<file path="src/rtl/core/pip_pkg.sv">
package pip_pkg;

  localparam int COORD_W      = 14;
  localparam int IDX_W        = 4;
  localparam int CNT_CFG_W    = 5;
  localparam int CFG_IDX_W    = 2;
  localparam int CFG_DATA_W   = 14;
  localparam int MIN_VERTICES = 3;

  localparam logic [CFG_IDX_W-1:0] CFG_VERTEX_COUNT = 2'd0;
  localparam logic [CFG_IDX_W-1:0] CFG_RAY_END_X    = 2'd1;

  localparam logic [COORD_W-1:0] RAY_END_RESET = 14'd10000;

  typedef enum logic {
    REQ_VERTEX = 1'b0,
    REQ_TEST   = 1'b1
  } req_t;

  typedef enum logic [1:0] {
    ORI_COL = 2'd0,
    ORI_POS = 2'd1,
    ORI_NEG = 2'd2
  } orient_t;

  // y in the upper half, x in the lower half, as stored in memory
  typedef struct packed {
    logic [COORD_W-1:0] y;
    logic [COORD_W-1:0] x;
  } point_t;

  typedef struct packed {
    logic valid;
    logic last;
  } edge_req_t;

  typedef struct packed {
    logic valid;
    logic last;
    logic counted;
    logic on_line;
    logic p_in_box;
  } edge_res_t;

endpackage

</file>
<file path="src/rtl/core/pip_edge.sv">
module pip_edge (
  input  logic                               clk,
  input  logic                               rst_n,
  input  pip_pkg::edge_req_t                 req,
  input  pip_pkg::point_t                    a,
  input  pip_pkg::point_t                    b,
  input  pip_pkg::point_t                    p,
  input  logic [pip_pkg::COORD_W-1:0]        ray_x,
  output pip_pkg::edge_res_t                 res
);

  localparam int DW     = pip_pkg::COORD_W + 1;
  localparam int PROD_W = 2 * DW;
  localparam int DIFF_W = PROD_W + 1;

  function automatic pip_pkg::orient_t orient_of(input logic signed [DIFF_W-1:0] v);
    if (v == '0) begin
      return pip_pkg::ORI_COL;
    end else if (v[DIFF_W-1]) begin
      return pip_pkg::ORI_NEG;
    end
    return pip_pkg::ORI_POS;
  endfunction

  // orientation of (P, E, R) with E on the row of P: sign of -(ex-px)*(ry-py)
  function automatic pip_pkg::orient_t ray_orient(
    input logic [pip_pkg::COORD_W-1:0] ex,
    input logic [pip_pkg::COORD_W-1:0] px,
    input logic [pip_pkg::COORD_W-1:0] ry,
    input logic [pip_pkg::COORD_W-1:0] py
  );
    if (ex == px || ry == py) begin
      return pip_pkg::ORI_COL;
    end else if ((ex > px) != (ry > py)) begin
      return pip_pkg::ORI_POS;
    end
    return pip_pkg::ORI_NEG;
  endfunction

  function automatic logic in_rng(
    input logic [pip_pkg::COORD_W-1:0] v,
    input logic [pip_pkg::COORD_W-1:0] e0,
    input logic [pip_pkg::COORD_W-1:0] e1
  );
    return (v >= e0 && v <= e1) || (v >= e1 && v <= e0);
  endfunction

  // stage 1: coordinate differences and products
  logic signed [DW-1:0]     dy_ab, dx_ab, dpx_b, dex_b, dpy_b;
  logic signed [PROD_W-1:0] m1_nxt, m2_nxt, m3_nxt;
  logic signed [PROD_W-1:0] m1_r, m2_r, m3_r;
  pip_pkg::point_t          a_r, b_r;
  logic                     v_r, last_r;

  assign dy_ab = $signed({1'b0, b.y}) - $signed({1'b0, a.y});
  assign dx_ab = $signed({1'b0, b.x}) - $signed({1'b0, a.x});
  assign dpx_b = $signed({1'b0, p.x}) - $signed({1'b0, b.x});
  assign dex_b = $signed({1'b0, ray_x}) - $signed({1'b0, b.x});
  assign dpy_b = $signed({1'b0, p.y}) - $signed({1'b0, b.y});

  // the ray end shares P's y, so both edge-side tests share the third product
  assign m1_nxt = dy_ab * dpx_b;
  assign m2_nxt = dy_ab * dex_b;
  assign m3_nxt = dx_ab * dpy_b;

  always_ff @(posedge clk) begin
    if (!rst_n) begin
      v_r <= 1'b0;
    end else begin
      v_r <= req.valid;
    end
    last_r <= req.last;
    m1_r   <= m1_nxt;
    m2_r   <= m2_nxt;
    m3_r   <= m3_nxt;
    a_r    <= a;
    b_r    <= b;
  end

  // stage 2: orientations, boxes and the count decision
  logic signed [DIFF_W-1:0] d1, d2;
  pip_pkg::orient_t         o1, o2, o3, o4;
  logic                     p_box, e_box, a_box, general;

  assign d1 = {m1_r[PROD_W-1], m1_r} - {m3_r[PROD_W-1], m3_r};
  assign d2 = {m2_r[PROD_W-1], m2_r} - {m3_r[PROD_W-1], m3_r};
  assign o1 = orient_of(d1);
  assign o2 = orient_of(d2);
  assign o3 = ray_orient(ray_x, p.x, a_r.y, p.y);
  assign o4 = ray_orient(ray_x, p.x, b_r.y, p.y);

  assign p_box = in_rng(p.x, a_r.x, b_r.x) && in_rng(p.y, a_r.y, b_r.y);
  assign e_box = in_rng(ray_x, a_r.x, b_r.x) && in_rng(p.y, a_r.y, b_r.y);
  assign a_box = in_rng(a_r.x, p.x, ray_x) && (a_r.y == p.y);

  assign general = (o1 != o2) && (o3 != o4) && (o4 != pip_pkg::ORI_COL);

  always_comb begin
    res.valid    = v_r;
    res.last     = last_r;
    res.counted  = general
                || (o1 == pip_pkg::ORI_COL && p_box)
                || (o2 == pip_pkg::ORI_COL && e_box)
                || (o3 == pip_pkg::ORI_COL && a_box);
    // A,P,B collinear is the same test as A,B,P collinear
    res.on_line  = (o1 == pip_pkg::ORI_COL);
    res.p_in_box = p_box;
  end

endmodule

</file>
<file path="config.mk">
export PLATFORM = sky130hd
export DESIGN_NAME = pip_edge
export DESIGN_NICKNAME = d
export VERILOG_FILES = /design/src/rtl/core/pip_pkg.sv /design/src/rtl/core/pip_edge.sv
export SDC_FILE = /design/constraint.sdc
export NUM_CORES = 2
export LEC_CHECK = 0
export BUFFER_PORTS_ARGS = -buffer_cell sky130_fd_sc_hd__buf_2
export CAP_MARGIN = 20
export CELL_PAD_IN_SITES_DETAIL_PLACEMENT = 1
export CELL_PAD_IN_SITES_GLOBAL_PLACEMENT = 1
export CORE_MARGIN = 2
export CORE_UTILIZATION = 25
export CTS_CLUSTER_SIZE = 25
export DETAILED_ROUTE_END_ITERATION = 10
export HOLD_SLACK_MARGIN = 0.08
export PLACE_DENSITY = 0.52
export SYNTH_ARGS = -nofsm -noshare
export SYNTH_HDL_FRONTEND = slang
export SYNTH_SLANG_ARGS = --single-unit
</file>
<file path="constraint.sdc">
create_clock -name clk -period 9 [get_ports clk]
set_input_delay 0.9 -clock clk [delete_from_list [all_inputs] [get_ports clk]]
set_output_delay 0.9 -clock clk [all_outputs]
set_load 0.005 [all_outputs]
</file>
==> flow_results.xml <==
<?xml version="1.0" encoding="UTF-8"?>
<metrics>
  <group name="die">
    <metric name="dieHeight" unit="µm">391</metric>
    <metric name="row_count" unit="">141</metric>
    <metric name="design.die.area" unit="mm²">0.153</metric>
    <metric name="start_util" unit="%">25.2</metric>
    <metric name="die_w" unit="µm">391</metric>
    <metric name="core" unit="mm²">0.148</metric>
    <metric name="ioPinCount" unit="">107</metric>
  </group>
  <group name="finish">
    <metric name="fillCellCount" unit="">17600</metric>
    <metric name="finish.utilization" unit="%">28.8</metric>
    <metric name="post_route_cells_drive_above_1_share" unit="%">9.70</metric>
    <metric name="final_net_count" unit="">5884</metric>
    <metric name="area_growth_syn_to_layout" unit="%">14.2</metric>
  </group>
  <group name="global_routing">
    <metric name="antenna_found_initial" unit="">3</metric>
    <metric name="grt_use_total" unit="%">18.1</metric>
    <metric name="grt_max_degree" unit="">24</metric>
    <metric name="grt-ovfl-total" unit="">0</metric>
    <metric name="first_global_vias" unit="">33500</metric>
    <metric name="grt_first_pass_wirelength" unit="mm">208</metric>
  </group>
  <group name="yosys">
    <metric name="count_of_flip_flops_with_a_built_in_enable_after_synthesis" unit="">0</metric>
    <metric name="postSynth.topFlopCell" unit="">sky130_fd_sc_hd__dfxtp_1</metric>
    <metric name="syn_area_per_cell" unit="µm²">8.60</metric>
    <metric name="synth_sequential_area_ratio" unit="%">7.92</metric>
    <metric name="syn_area" unit="mm²">0.0374</metric>
    <metric name="async_flop_share" unit="%">0</metric>
    <metric name="synth_fp_nets" unit="">5601</metric>
    <metric name="syn-instance-count" unit="">4352</metric>
    <metric name="post_synth_main_area_contributors" unit="">sky130_fd_sc_hd__fa_1 36%, sky130_fd_sc_hd__ha_1 16%, sky130_fd_sc_hd__inv_1 9.8%, sky130_fd_sc_hd__dfxtp_1 7.9%, sky130_fd_sc_hd__nand2_1 4.6%</metric>
    <metric name="netlist.area_leader.share" unit="%">36.2</metric>
    <metric name="synth_top_area_cell" unit="">sky130_fd_sc_hd__fa_1</metric>
    <metric name="yosysWarnings" unit="">0</metric>
    <metric name="post_synth_num_cell_types" unit="">81</metric>
    <metric name="synth.ff_latch_count" unit="">148</metric>
  </group>
  <group name="sta">
    <metric name="hold_ws" unit="ns">0.492</metric>
    <metric name="min_period" unit="ns">8.50</metric>
    <metric name="max_slew.worst_pin.slew" unit="ns">1.06</metric>
    <metric name="max_transition_margin" unit="%">28.8</metric>
    <metric name="hold_violations" unit="">0</metric>
    <metric name="clock.fmax" unit="MHz">118</metric>
    <metric name="rsz0062_at_grt" unit="">false</metric>
    <metric name="layout_setup_ws" unit="ns">0.497</metric>
    <metric name="fin_crit_sh" unit="%">94.5</metric>
    <metric name="finalSetupViolCount" unit="">0</metric>
    <metric name="slew_viols_final" unit="">0</metric>
  </group>
  <group name="route">
    <metric name="postRouteAntennaNets" unit="">0</metric>
    <metric name="wl_per_cell" unit="µm">20.4</metric>
    <metric name="routed_via_density" unit="">4.56</metric>
    <metric name="drt_pass1_iterations" unit="">5</metric>
    <metric name="totalWireLength" unit="mm">134</metric>
    <metric name="route.vias.total" unit="">30000</metric>
    <metric name="drtIter0Drc" unit="">1417</metric>
    <metric name="drcViolationCount" unit="">0</metric>
  </group>
  <group name="place">
    <metric name="numPortBuffers" unit="">106</metric>
    <metric name="post-dp-hpwl" unit="mm">118</metric>
    <metric name="routability_cong" unit="">0.872</metric>
    <metric name="place_worst_setup_slack" unit="ns">-0.0970</metric>
  </group>
  <group name="outcome">
    <metric name="result_of_the_run" unit="">finished, final reports clean</metric>
  </group>
  <group name="clock_network">
    <metric name="clockBufferDepth" unit="">2</metric>
    <metric name="tritoncts_num_sinks" unit="">148</metric>
    <metric name="cts.reportedPaths.clkPinSlew" unit="ns">0.07</metric>
    <metric name="post_cts_resize_count" unit="">0</metric>
    <metric name="postCtsSetupBuffers" unit="">0</metric>
    <metric name="cts_buffers" unit="">17</metric>
    <metric name="htree_levels" unit="">4</metric>
    <metric name="cts_root_buf" unit="">sky130_fd_sc_hd__clkbuf_16</metric>
    <metric name="holdBufCountCts" unit="">0</metric>
    <metric name="cts_tree" unit="">built</metric>
  </group>
  <group name="setup_path">
    <metric name="max_stage_delay" unit="ns">0.56</metric>
    <metric name="timing.critical_path.slowest_stage_cell" unit="">sky130_fd_sc_hd__fa_1</metric>
    <metric name="cp_data_required_time" unit="ns">9.43</metric>
    <metric name="endpoint_kind" unit="">register</metric>
    <metric name="crit_path_start_kind" unit="">input pin</metric>
    <metric name="criticalPathCategory" unit="">input pin to register</metric>
    <metric name="critPathCapture" unit="">m1_r[29]</metric>
    <metric name="crit_path_start" unit="">b[14]</metric>
    <metric name="cp_max_fo" unit="">4</metric>
    <metric name="crit_arrival" unit="ns">8.93</metric>
    <metric name="cpMostUsedCell" unit="">sky130_fd_sc_hd__fa_1</metric>
  </group>
  <group name="worst_hold_path">
    <metric name="worst_hold_path_class" unit="">input pin to register</metric>
    <metric name="holdPathStages" unit="">1</metric>
  </group>
  <group name="flow_run">
    <metric name="timing.max_cap.violations" unit="">0</metric>
  </group>
</metrics>
[how the worst min path moves through the flow]
stage,from,slack (ns),endpoint
after floorplan,a[0],0.93,a_r[0]
after global placement,req[0],1.00,last_r
after detailed placement,req[0],1.00,last_r
after CTS,req[0],0.44,last_r
after global routing,req[0],0.46,last_r
final,req[0],0.49,last_r
[per-layer routing]
layer  vias to the layer above  GRT usage [%]  wire length (µm)
met4                         0           3.85              2420
met2                       390           31.2             64600
li1                      14100              -                 -
met3                        86           1.84              3700
met1                     15400           24.5             63300
met5                         -              0                 0
[flip-flops by register name (all words and copies together) (netlist names)]
register  cells
m2_r         30
v_r           1
m1_r         30
a_r          28
b_r          28
m3_r         30
last_r        1
[through the flow]
| step | instance area (µm²) | std cells | TNS [ns] |
|---|---|---|---|
| 6_report | 42700 | 6580 | 0 |
| 5_1_grt | 42700 | 6578 | 0 |
| 4_1_cts | 42700 | 6578 | 0 |
| 3_5_place_dp | 42200 | 6546 | -0.429 |
| 3_3_place_gp | 42100 | 6545 | -0.0969 |
| 2_1_floorplan | 37400 | 4352 | 0 |
[worst max-delay path: cells and delay by family]
family / cells / cell delay, ns
adder cells (fa/ha/maj): 9 / 3.78
AO/OA/AOI/OAI: 13 / 2.42
buffers and inverters: 9 / 0.89
AND/OR/NAND/NOR: 7 / 0.52
XOR/XNOR: 2 / 0.42
[kinds of logic (layout without fill, tap and decap cells)]
logic type | count (synthesis) | after routing | synth area share, %
other | 0 | 2 | 0
xor gates and xnor gates | 183 | 183 | 4.28
adders and majority gates | 1147 | 1147 | 51.9
DFF | 148 | 148 | 7.92
muxes | 16 | 16 | 0.438
AOI/OAI and AO/OA | 549 | 549 | 9.50
and+or+nand+nor | 1222 | 1222 | 15.0
buffers and inverters | 1087 | 1383 | 11.0
[placed cells by master, fill, tap and decap left out, types with 18 or more instances in the layout]
master	netlist	final
sky130_fd_sc_hd__a31oi_1	23	23
sky130_fd_sc_hd__nand2_1	455	455
sky130_fd_sc_hd__fa_1	676	676
sky130_fd_sc_hd__nor2b_1	57	57
sky130_fd_sc_hd__nand4_1	31	31
sky130_fd_sc_hd__xor2_1	54	50
sky130_fd_sc_hd__a21oi_1	153	153
sky130_fd_sc_hd__nor3_1	36	35
sky130_fd_sc_hd__buf_4	4	257
sky130_fd_sc_hd__a21o_1	71	71
sky130_fd_sc_hd__xnor2_1	129	127
sky130_fd_sc_hd__nor2_1	356	352
sky130_fd_sc_hd__nand3_1	44	44
sky130_fd_sc_hd__and2_1	48	48
sky130_fd_sc_hd__and3_1	23	23
sky130_fd_sc_hd__o21a_1	24	24
sky130_fd_sc_hd__buf_2	1	106
sky130_fd_sc_hd__a211oi_1	19	18
sky130_fd_sc_hd__nor4_1	24	23
sky130_fd_sc_hd__dfxtp_1	148	148
sky130_fd_sc_hd__nand2b_1	73	73
sky130_fd_sc_hd__o21ai_0	52	52
sky130_fd_sc_hd__ha_1	471	471
sky130_fd_sc_hd__o21ai_1	65	65
sky130_fd_sc_hd__inv_1	972	972
[cell type report]
cell class | instances | area (µm²) | share of cell area, %
diodes | 2 | 5.00 | 0.0117
clock buffers | 19 | 443 | 1.04
clock inverters | 13 | 103 | 0.240
inverters | 977 | 3670 | 8.59
multi-input cells | 3117 | 30400 | 71.3
flip-flops and latches | 148 | 2960 | 6.94
well taps | 1930 | 2410 | 5.65
repair buffers | 374 | 2680 | 6.28
[cell usage after synthesis (all sizes together) (12+ instances only)]
| cell type | n |
|---|---|
| inv | 977 |
| fa | 676 |
| ha | 471 |
| nand2 | 455 |
| nor2 | 356 |
| a21oi | 153 |
| dfxtp | 148 |
| xnor2 | 129 |
| o21ai | 117 |
| clkbuf | 103 |
| nand2b | 73 |
| a21o | 71 |
| nor2b | 57 |
| xor2 | 54 |
| and2 | 48 |
| nand3 | 44 |
| nor3 | 36 |
| nand4 | 31 |
| nor4 | 26 |
| and3 | 24 |
| o21a | 24 |
| or2 | 24 |
| a31oi | 23 |
| a211oi | 19 |
| a21boi | 17 |
| o211ai | 17 |
| mux2i | 13 |
| o21bai | 12 |
| or3 | 12 |
Power is left out: the tool's default activity adds up to more than one toggle a clock period on the data nets, which glitch-free logic cannot reach.
